**src/rtl/sasv_pkg.sv**
```systemverilog
package sasv_pkg;

  // width of the two configuration registers
  localparam int REG_W = 23;

  localparam int APB_AW = 3;
  localparam int APB_DW = 32;

  localparam logic [REG_W-1:0] ARRIVAL_RADIUS_RST = 23'd25600;
  localparam logic [REG_W-1:0] MAX_SPEED_RST      = 23'd153600;

  typedef enum logic {
    REG_ARRIVAL_RADIUS = 1'b0,
    REG_MAX_SPEED      = 1'b1
  } reg_idx_t;

  // pipeline control shared by the arithmetic units
  typedef struct packed {
    logic adv;
    logic vld;
  } stage_ctl_t;

endpackage

```
**src/rtl/sasv_sqrt.sv**
```systemverilog
module sasv_sqrt #(
  parameter int IW    = 52,
  parameter int LANES = 1,
  parameter int PW    = 1
) (
  input  logic                             clk,
  input  logic                             rst,
  input  sasv_pkg::stage_ctl_t             ctl,
  input  logic [LANES-1:0][IW-1:0]         rad,
  input  logic [PW-1:0]                    tag_in,
  output logic                             vld_out,
  output logic [LANES-1:0][IW/2-1:0]       root_out,
  output logic [PW-1:0]                    tag_out
);

  localparam int RW = IW / 2;

  logic [RW-1:0]                 vld;
  logic [LANES-1:0][RW+1:0]      rem       [RW];
  logic [LANES-1:0][RW-1:0]      root      [RW];
  logic [LANES-1:0][IW-1:0]      src       [RW];
  logic [PW-1:0]                 tag       [RW];
  logic [LANES-1:0][RW+1:0]      rem_in    [RW];
  logic [LANES-1:0][RW-1:0]      root_in   [RW];
  logic [LANES-1:0][IW-1:0]      src_in    [RW];
  logic [LANES-1:0][RW+1:0]      rem_next  [RW];
  logic [LANES-1:0][RW-1:0]      root_next [RW];
  logic [LANES-1:0][IW-1:0]      src_next  [RW];

  // one result bit per stage, two radicand bits brought down each time
  always_comb begin
    logic [RW+1:0] pre;
    logic [RW+1:0] trial;
    rem_in[0]  = '0;
    root_in[0] = '0;
    src_in[0]  = rad;
    for (int k = 1; k < RW; k++) begin
      rem_in[k]  = rem[k-1];
      root_in[k] = root[k-1];
      src_in[k]  = src[k-1];
    end
    for (int k = 0; k < RW; k++) begin
      for (int l = 0; l < LANES; l++) begin
        pre   = {rem_in[k][l][RW-1:0], src_in[k][l][IW-1:IW-2]};
        trial = {root_in[k][l], 2'b01};
        if (pre >= trial) begin
          rem_next[k][l]  = pre - trial;
          root_next[k][l] = {root_in[k][l][RW-2:0], 1'b1};
        end else begin
          rem_next[k][l]  = pre;
          root_next[k][l] = {root_in[k][l][RW-2:0], 1'b0};
        end
        src_next[k][l] = {src_in[k][l][IW-3:0], 2'b00};
      end
    end
  end

  always_ff @(posedge clk) begin
    if (rst) begin
      vld <= '0;
    end else if (ctl.adv) begin
      vld <= {vld[RW-2:0], ctl.vld};
    end
  end

  always_ff @(posedge clk) begin
    if (ctl.adv) begin
      for (int k = 0; k < RW; k++) begin
        rem[k]  <= rem_next[k];
        root[k] <= root_next[k];
        src[k]  <= src_next[k];
      end
      tag[0] <= tag_in;
      for (int k = 1; k < RW; k++) begin
        tag[k] <= tag[k-1];
      end
    end
  end

  assign vld_out  = vld[RW-1];
  assign root_out = root[RW-1];
  assign tag_out  = tag[RW-1];

endmodule

```
**config.mk**
```make
export PLATFORM = sky130hd
export DESIGN_NAME = sasv_sqrt
export DESIGN_NICKNAME = d
export VERILOG_FILES = /design/src/rtl/sasv_pkg.sv /design/src/rtl/sasv_sqrt.sv
export SDC_FILE = /design/constraint.sdc
export NUM_CORES = 2
export LEC_CHECK = 0
export BUFFER_PORTS_ARGS = -buffer_cell sky130_fd_sc_hd__buf_2
export CORE_MARGIN = 5
export CORE_UTILIZATION = 63
export DETAILED_ROUTE_END_ITERATION = 10
export MAX_ROUTING_LAYER = met4
export PLACE_DENSITY = 0.8
export SLEW_MARGIN = 20
export SYNTH_ARGS = -nofsm -noshare
export SYNTH_HDL_FRONTEND = slang
export SYNTH_SLANG_ARGS = --single-unit
export TNS_END_PERCENT = 20
```
**constraint.sdc**
```tcl
create_clock -name clk -period 4.05 [get_ports clk]
set_input_delay 0.405 -clock clk [delete_from_list [all_inputs] [get_ports clk]]
set_output_delay 0.405 -clock clk [all_outputs]
set_load 0.01 [all_outputs]
```
==> metrics.md <==
| Metric | Value |
|---|---|
| Status | finished, violations left |
| Failing checks | DRC |
| Final Net Count | 6479 |
| Skew-Pair Late Insertion Delay | 0.80 ns |
| Vias in the first global route | 45240 |
| Boundary Pins | 85 |
| Number of synthesized flops with an enable pin | 1642 |
| PnR worst setup slack | 0.453 ns |
| Syn_nets | 6222 |
| Synth area leader | edfxtp_1 |
| Die span in y | 358 microns |
| CTS Buffer Depth | 3 |
| Syn avg cell area | 13.2 sq um |
| N_diodes | 0 |
| Clock H-tree levels | 4 |
| Core Rows | 127 |
| Area of the core | 120000 sq um |
| Postcts setup bufs | 0 |
| Initial core utilization | 0.635 |
| Final Cycle Share | 0.888 |
| RSZ-0062 raised after global routing | false |
| Final wirelength | 149 mm |
| Post-synth top area share | 0.646 |
| Distinct cell type count after synthesis | 86 |
| Global-route wire length before repair | 239 mm |
| F_max | 0.278 GHz |
| Critical path launch point type | register |
| DPL Wire Length | 101 mm |
| Crit path time final | 3.60 ns |
| TritonCTS Buffers | 166 |
| Post-Syn Area | 76300 sq um |
| Die width | 358 microns |
| Number of port buffers | 84 |
| Seq cells post-synth | 1668 |
| Die area | 128000 sq um |
| CTS tree | built |
| CTS clock-pin slew for the worst setup and hold paths | 0.06 ns |
| Setup WS pre-CTS | 0.358 ns |
| Asr flop ratio synth | 0 |
| Antenna-violating nets left | 0 |
| Setup tns final | 0 ns |
| Reg-to-reg slack, setup | 0.45 ns |
| Synth top area cells | edfxtp_1 (65%), ha_1 (6.2%), xnor2_1 (3.2%) |
| Core Util, Final | 0.709 |
| Area delta synth->final | 11.7% |
| Clock Skew | 0.0331 ns |
| GPL Wtd Cong | 0.924 |
| CP Capture Type | register |
| DR vias | 45522 |
| Max VDD drop | 675 uV |
| Slew @ Worst Pin | 0.962 ns |
| Maxcap violations | 0 |
| GRT Total Usage | 0.241 |
| Max-Slew Margin vs Limit | 0.342 |
| DRC | 1 |
| CTS root buf | clkbuf_16 |
| Register area share after synthesis | 0.653 |
| Iteration-0 DRC count of the detailed router | 4069 |
| Iteration count of the initial detailed-routing pass | 9 |
| Worst Path Max Fanout | 17 |
| Initial antenna violation count | 0 |
| Final Hold Vio Count | 0 |
| Drt via density | 5.84 |
| Setup Viol. Count Final | 0 |
| Pwr Density | 561 nW/um^2 |
| Routed wire per std cell | 19.1 microns |
| Mapped Cells | 5786 |
| Worst EP arrival | 4.14 ns |
| Lkg Pwr | 33.1 nW |
| Fill cells | 7857 |
| Gr ovfl total | 0 |
| Crit Path Class | register to register |
| Synth cell count leaders | edfxtp_1 (1642), inv_1 (465), nor2_1 (393) |
| Max Transition Viols Final | 0 |
| Layout cells sized above 1 | 0.0871 |
| Num Clock Sinks | 1668 |
| Count leader, synth | edfxtp_1 |
| Critical path required time | 4.59 ns |
| Largest net degree at the start of global routing | 119 |
| Min-Delay Path Class | input pin to register |
| Synth Flop Type | edfxtp_1 |
| Synth Warn # | 0 |
## area by class of cell
class / instances / area [sq um] / area share
inverter: 467 / 1750 / 0.0206
timing repair buffer: 205 / 1720 / 0.0202
multi-input combinational: 3535 / 24200 / 0.284
tap: 1612 / 2020 / 0.0237
clock buffer: 198 / 4420 / 0.0519
sequential: 1668 / 49800 / 0.585
clock inverter: 112 / 1240 / 0.0146
## routing by layer
metal,track usage,part of all wire,up-vias
met3,0.0346,0.048,424
met4,0.101,0.043,0
met1,0.293,0.40,21805
li1,-,-,21861
met2,0.410,0.51,1432
met5,-,0,-
## registers in the layout, summed over array words and instances, names as in the netlist
register,flops
tag,26
rem,615
src,650
vld,26
root,351
## cells in the final DEF, fill, tap and decap left out, drive strengths merged, types with 32 or more instances in the layout
| cell type | Yosys | layout |
|---|---|---|
| buf | 38 | 149 |
| nand3 | 98 | 98 |
| or3 | 58 | 58 |
| nor4 | 77 | 77 |
| o21a | 67 | 67 |
| xnor2 | 276 | 276 |
| xor2 | 233 | 233 |
| a21o | 120 | 120 |
| mux2i | 32 | 32 |
| nor3 | 122 | 122 |
| dlygate4sd3 | 0 | 56 |
| edfxtp | 1642 | 1642 |
| nand2b | 90 | 90 |
| a21oi | 377 | 377 |
| nand2 | 345 | 345 |
| mux2 | 71 | 71 |
| nand4 | 44 | 44 |
| or4 | 34 | 34 |
| clkbuf | 78 | 198 |
| nor2 | 393 | 393 |
| inv | 467 | 474 |
| clkinv | 0 | 71 |
| ha | 379 | 379 |
| o21bai | 32 | 32 |
| nor2b | 55 | 55 |
| o21ai | 284 | 284 |
## cell families after synthesis
kind of cell,share of synthesized area
other cells,0.0000491
simple gates,0.0928
buf+inv,0.0301
compound gates,0.0888
fa+ha+maj,0.0621
mux,0.0147
flops,0.653
xor+xnor,0.0585
## where the power goes
group | internal (W) | switching, W | total (W)
logic | 0.00387 | 0.00525 | 0.00911
clock network | 0.00915 | 0.00657 | 0.0157
registers | 0.0217 | 0.00132 | 0.0230
total | 0.0347 | 0.0131 | 0.0478
## final timing paths
path              depth (start not counted)     endpoint        start
hold reg to reg                           0  src[0][158]  src[0][106]
setup reg to reg                          8  rem[0][203]  rem[0][179]
setup / recovery                          8  rem[0][203]  rem[0][179]
hold / removal                            1   src[0][80]       ctl[1]
## per-stage QoR
step	hold WS, ns	cells	instance area (sq um)	total power, W
3_5_place_dp	0.405	7431	79000	0.0322
2_1_floorplan	0.400	5786	76300	0.0293
4_1_cts	0.126	7797	85200	0.0481
5_1_grt	0.141	7797	85200	0.0501
3_3_place_gp	0.400	7431	79000	0.0319
6_report	0.153	7797	85200	0.0478
## worst max-delay path: stages (launching register included)
cell,delay (ns)
edfxtp_1,0.42
or4_4,0.54
or3_4,0.35
or4_4,0.46
or4_4,0.47
nor4_4,0.37
and2_4,0.23
nand2_4,0.15
mux2_4,0.36
## what timing repair did
item,4_1_cts,5_1_grt
hold buffers,56,0
resized for setup,0,1
endpoints found under the setup margin,0,3
hold endpoints to repair,71,0
(Power assumes the default switching activity.)
