File: src/rtl/sasv_pkg.sv
package sasv_pkg;

  // width of the two configuration registers
  localparam int REG_W = 23;

  localparam int APB_AW = 3;
  localparam int APB_DW = 32;

  localparam logic [REG_W-1:0] ARRIVAL_RADIUS_RST = 23'd25600;
  localparam logic [REG_W-1:0] MAX_SPEED_RST      = 23'd153600;

  typedef enum logic {
    REG_ARRIVAL_RADIUS = 1'b0,
    REG_MAX_SPEED      = 1'b1
  } reg_idx_t;

  // pipeline control shared by the arithmetic units
  typedef struct packed {
    logic adv;
    logic vld;
  } stage_ctl_t;

endpackage

File: src/rtl/sasv_div.sv
module sasv_div #(
  parameter int NW    = 48,
  parameter int DW    = 26,
  parameter int QW    = 23,
  parameter int LANES = 1,
  parameter int PW    = 1
) (
  input  logic                         clk,
  input  logic                         rst,
  input  sasv_pkg::stage_ctl_t         ctl,
  input  logic [LANES-1:0][NW-1:0]     num,
  input  logic [DW-1:0]                den,
  input  logic [PW-1:0]                tag_in,
  output logic                         vld_out,
  output logic [LANES-1:0][QW-1:0]     quo_out,
  output logic [PW-1:0]                tag_out
);

  // the quotient must fit in QW bits: num < den << QW

  logic [QW-1:0]                 vld;
  logic [LANES-1:0][DW-1:0]      rem       [QW];
  logic [LANES-1:0][QW-1:0]      low       [QW];
  logic [DW-1:0]                 dens      [QW];
  logic [PW-1:0]                 tag       [QW];
  logic [LANES-1:0][DW-1:0]      rem_in    [QW];
  logic [LANES-1:0][QW-1:0]      low_in    [QW];
  logic [DW-1:0]                 den_in    [QW];
  logic [LANES-1:0][DW-1:0]      rem_next  [QW];
  logic [LANES-1:0][QW-1:0]      low_next  [QW];

  // restoring division, quotient bits shift in where numerator bits leave
  always_comb begin
    logic [DW:0] pre;
    logic        ge;
    for (int l = 0; l < LANES; l++) begin
      rem_in[0][l] = DW'(num[l] >> QW);
      low_in[0][l] = num[l][QW-1:0];
    end
    den_in[0] = den;
    for (int k = 1; k < QW; k++) begin
      rem_in[k] = rem[k-1];
      low_in[k] = low[k-1];
      den_in[k] = dens[k-1];
    end
    for (int k = 0; k < QW; k++) begin
      for (int l = 0; l < LANES; l++) begin
        pre = {rem_in[k][l], low_in[k][l][QW-1]};
        ge  = pre >= {1'b0, den_in[k]};
        if (ge) begin
          rem_next[k][l] = DW'(pre - {1'b0, den_in[k]});
        end else begin
          rem_next[k][l] = pre[DW-1:0];
        end
        low_next[k][l] = {low_in[k][l][QW-2:0], ge};
      end
    end
  end

  always_ff @(posedge clk) begin
    if (rst) begin
      vld <= '0;
    end else if (ctl.adv) begin
      vld <= {vld[QW-2:0], ctl.vld};
    end
  end

  always_ff @(posedge clk) begin
    if (ctl.adv) begin
      for (int k = 0; k < QW; k++) begin
        rem[k]  <= rem_next[k];
        low[k]  <= low_next[k];
        dens[k] <= den_in[k];
      end
      tag[0] <= tag_in;
      for (int k = 1; k < QW; k++) begin
        tag[k] <= tag[k-1];
      end
    end
  end

  assign vld_out = vld[QW-1];
  assign quo_out = low[QW-1];
  assign tag_out = tag[QW-1];

endmodule

File: config.mk
export PLATFORM = sky130hd
export DESIGN_NAME = sasv_div
export DESIGN_NICKNAME = d
export VERILOG_FILES = /design/src/rtl/sasv_pkg.sv /design/src/rtl/sasv_div.sv
export SDC_FILE = /design/constraint.sdc
export NUM_CORES = 2
export LEC_CHECK = 0
export BUFFER_PORTS_ARGS = -buffer_cell sky130_fd_sc_hd__buf_2
export CORE_MARGIN = 2
export CORE_UTILIZATION = 30
export DETAILED_ROUTE_END_ITERATION = 8
export PLACE_DENSITY = 0.46
export SLEW_MARGIN = 0
export SYNTH_ARGS = -nofsm -noshare
export SYNTH_HDL_FRONTEND = slang
export SYNTH_SLANG_ARGS = --single-unit
File: constraint.sdc
create_clock -name clk -period 3.8 [get_ports clk]
set_input_delay 0 -clock clk [delete_from_list [all_inputs] [get_ports clk]]
set_output_delay 0 -clock clk [all_outputs]
set_load 0.005 [all_outputs]
==> flow_metrics.env <==
export IMPL_drt_pass1_iterations=8
export IMPL_placement_io_buffers=103
export IMPL_detail_route_wirelength_um=220000
export IMPL_layout_setup_ws_ps=71.9
export IMPL_worst_slew_margin_rel=0.315
export IMPL_clkSinkCount=1719
export IMPL_worst_clock_skew_ps=69.8
export IMPL_grt_max_degree=156
export IMPL_routed_via_density=4.73
export IMPL_syn_inst=7397
export IMPL_synth_most_common_cell="sky130_fd_sc_hd__edfxtp_1"
export IMPL_dieArea_mm2=0.299
export IMPL_violations="DRC"
export IMPL_cts_root_buf="sky130_fd_sc_hd__clkbuf_16"
export IMPL_cp_data_arrival_time_ps=4310
export IMPL_synth_compound_area_share=0.135
export IMPL_cellLeakagePower_nw=41.7
export IMPL_post_synth_xor_area_fraction=0.0477
export IMPL_top_area_cell_type_share_of_the_netlist_area=0.575
export IMPL_drive_above_1_share=0.113
export IMPL_yosys_mux_area_fraction=0.0277
export IMPL_mappedNetlistNets=8096
export IMPL_run_status="complete, but fails checks"
export IMPL_timing_critical_path_fanout_max=5
export IMPL_grt_pass1_vias=58600
export IMPL_mean_cell_area_of_the_mapped_netlist_um2=12.0
export IMPL_tritoncts="built"
export IMPL_number_of_placement_rows=199
export IMPL_worstSetupPathType="reg2reg"
export IMPL_die_h_um=547
export IMPL_synth_sequential_area_ratio=0.581
export IMPL_grt_antenna_before_repair=4
export IMPL_ctsLongestPathBuffers=4
export IMPL_post_place_ws_ps=-255
export IMPL_ys_flop_type="sky130_fd_sc_hd__edfxtp_1"
export IMPL_num_io_pins=104
export IMPL_final_antenna_net_count=0
export IMPL_ys_seq_elements=1719
export IMPL_fillCellCount=28800
export IMPL_totalPowerFinal_mw=86.7
export IMPL_dr_total_vias=56800
export IMPL_final_hold_worst_slack_ps=76.4
export IMPL_numCtsBuffers=203
export IMPL_synthTopCellsByArea="sky130_fd_sc_hd__edfxtp_1, sky130_fd_sc_hd__ha_1, sky130_fd_sc_hd__inv_1"
export IMPL_power_ir_vdd_worst_mv=0.404
export IMPL_synth_top_family_by_area="compound AO/OA/AOI/OAI gates"
export IMPL_worstSetupEndpointType="flip-flop"
export IMPL_final_min_clock_period_ps=3730
export IMPL_clk_pin_slew_worst_paths_ps=60
export IMPL_yosysWarningCount=0
export IMPL_power_density_cell_area_mw_per_mm2=833
export IMPL_rsz0062_at_grt="true"
export IMPL_cts_htree_levels=4
export IMPL_cp_data_required_time_ps=4390
export IMPL_yosys_area_share_adder=0.0895
export IMPL_max_cap_viol_count=0
export IMPL_floorplan_initialDensity=0.301
export IMPL_global_route_congestion_overflow_total=0
export IMPL_synth_distinct_cells=84
export IMPL_finalWeightedCongestion=0.885
export IMPL_netlist_top_cells_count="sky130_fd_sc_hd__edfxtp_1, sky130_fd_sc_hd__inv_1, sky130_fd_sc_hd__ha_1, sky130_fd_sc_hd__a21oi_1, sky130_fd_sc_hd__nand2_1"
export IMPL_setup_viol=0
export IMPL_place_detailed_instances=11500
export IMPL_synth_area_leader_cell="sky130_fd_sc_hd__edfxtp_1"
export IMPL_remaining_drc_errors=6
export IMPL_syn_to_layout_area_delta_pct=17.6
export IMPL_design_core_area_mm2=0.294
export IMPL_async_reset_ff_frac=0
export IMPL_finalHoldViolCount=0
export IMPL_number_of_synthesized_flops_with_an_enable_pin=1696
export IMPL_die_x_um=547
export IMPL_fin_crit_sh=0.981
export IMPL_final_non_filler_cell_total=12000
export IMPL_avgRoutedWirePerCell_um=18.3
export IMPL_min_path_type="in2reg"
export IMPL_achievable_freq_mhz=268
export IMPL_max_slew_worst_pin_slew_ps=1030
export IMPL_grt_first_pass_wirelength_um=338000
export IMPL_post_synth_and_or_nand_nor_area_fraction=0.0783
export IMPL_finalNetCount=8636
export IMPL_global_route_usage_total=0.144
export IMPL_startpoint_class="flip-flop"
export IMPL_dp_hpwl_um=165000
export IMPL_syn_cell_area_mm2=0.0885
export IMPL_drtIter0Drc=3244
export IMPL_clock_insertion_delay_worst_skew_ps=860
export IMPL_slew_viol_final=0
[through the flow]
| stage | instance area [um2] | TNS (ps) | utilization |
|---|---|---|---|
| after floorplan | 88500 | 0 | - |
| after detailed placement | 95400 | -894 | 0.325 |
| after global routing | 104000 | -243 | 0.354 |
| final | 104000 | 0 | 0.354 |
| after CTS | 104000 | 0 | 0.353 |
| after global placement | 95400 | -1320 | 0.325 |
[registers in the layout, indices dropped and copies added, names as in the netlist]
| register | cells |
|---|---|
| tag | 23 |
| low | 529 |
| dens | 572 |
| vld | 23 |
| rem | 572 |
[path summary, 6_finish.rpt]
| path | from | slack [ps] | endpoint | cells past startpoint |
|---|---|---|---|---|
| max | dens[1][81] | 70 | rem[1][124] | 13 |
| min reg2reg | low[0][74] | 370 | low[0][98] | 0 |
| max reg2reg | dens[1][81] | 70 | rem[1][124] | 13 |
| min | num[30] | 80 | rem[0][8] | 4 |
[power by group]
| group | switching [mW] | total [mW] | internal (mW) |
|---|---|---|---|
| combinational | 20.4 | 36.9 | 16.5 |
| clock | 7.93 | 19.6 | 11.7 |
| sequential | 2.93 | 30.2 | 27.2 |
| total | 31.3 | 86.7 | 55.4 |
[area by class of cell]
| class | instances | area, um2 | share of cell area |
|---|---|---|---|
| diodes | 2 | 5.00 | 0.0000481 |
| clock buffers | 248 | 5330 | 0.0512 |
| flip-flops and latches | 1719 | 51400 | 0.494 |
| well taps | 3919 | 4900 | 0.0471 |
| multi-input cells | 4724 | 33800 | 0.324 |
| repair buffers | 523 | 4480 | 0.0430 |
| clock inverters | 116 | 1330 | 0.0128 |
| inverters | 766 | 2880 | 0.0276 |
[layer usage]
metal  global-route usage  wire length [um]
met2                0.261            111000
met3               0.0186              6590
met5                    0                 0
met4               0.0596              9670
met1                0.170             92400
[worst max-delay path, stage by stage, from the launching register on]
cell,delay [ps]
sky130_fd_sc_hd__edfxtp_1,420
sky130_fd_sc_hd__inv_1,90
sky130_fd_sc_hd__ha_2,300
sky130_fd_sc_hd__and3_1,180
sky130_fd_sc_hd__a221o_1,370
sky130_fd_sc_hd__a221o_1,390
sky130_fd_sc_hd__a31oi_4,210
sky130_fd_sc_hd__o21ai_2,100
sky130_fd_sc_hd__a211oi_2,230
sky130_fd_sc_hd__o21ai_2,100
sky130_fd_sc_hd__a2111oi_4,380
sky130_fd_sc_hd__buf_6,150
sky130_fd_sc_hd__buf_4,160
sky130_fd_sc_hd__mux2_1,380
[repair_timing]
item | CTS | global route
endpoints found under the hold margin | 544 | 0
endpoints found under the setup margin | 13 | 201
gates cloned | 0 | 0
buffers inserted | 3 | 14
hold buffers | 164 | 0
resized for setup | 9 | 65
pin swaps | 2 | 18
[kinds of logic after synthesis]
| kind of cell | after synthesis |
|---|---|
| adders and majority gates | 620 |
| buffers and inverters | 954 |
| AOI/OAI and AO/OA | 1915 |
| xor gates and xnor gates | 482 |
| muxes | 222 |
| DFF | 1719 |
| and+or+nand+nor | 1485 |
[layout by cell type (no fill, tap or decap), types with 222 or more instances in the layout]
master                     count
sky130_fd_sc_hd__edfxtp_1   1696
sky130_fd_sc_hd__inv_1       766
sky130_fd_sc_hd__ha_1        596
sky130_fd_sc_hd__a21oi_1     554
sky130_fd_sc_hd__nand2_1     545
sky130_fd_sc_hd__o21ai_0     499
sky130_fd_sc_hd__nor2_1      354
sky130_fd_sc_hd__a21o_1      319
sky130_fd_sc_hd__xnor2_1     290
sky130_fd_sc_hd__buf_4       222
Note: power is estimated with default switching activity, not from simulation.
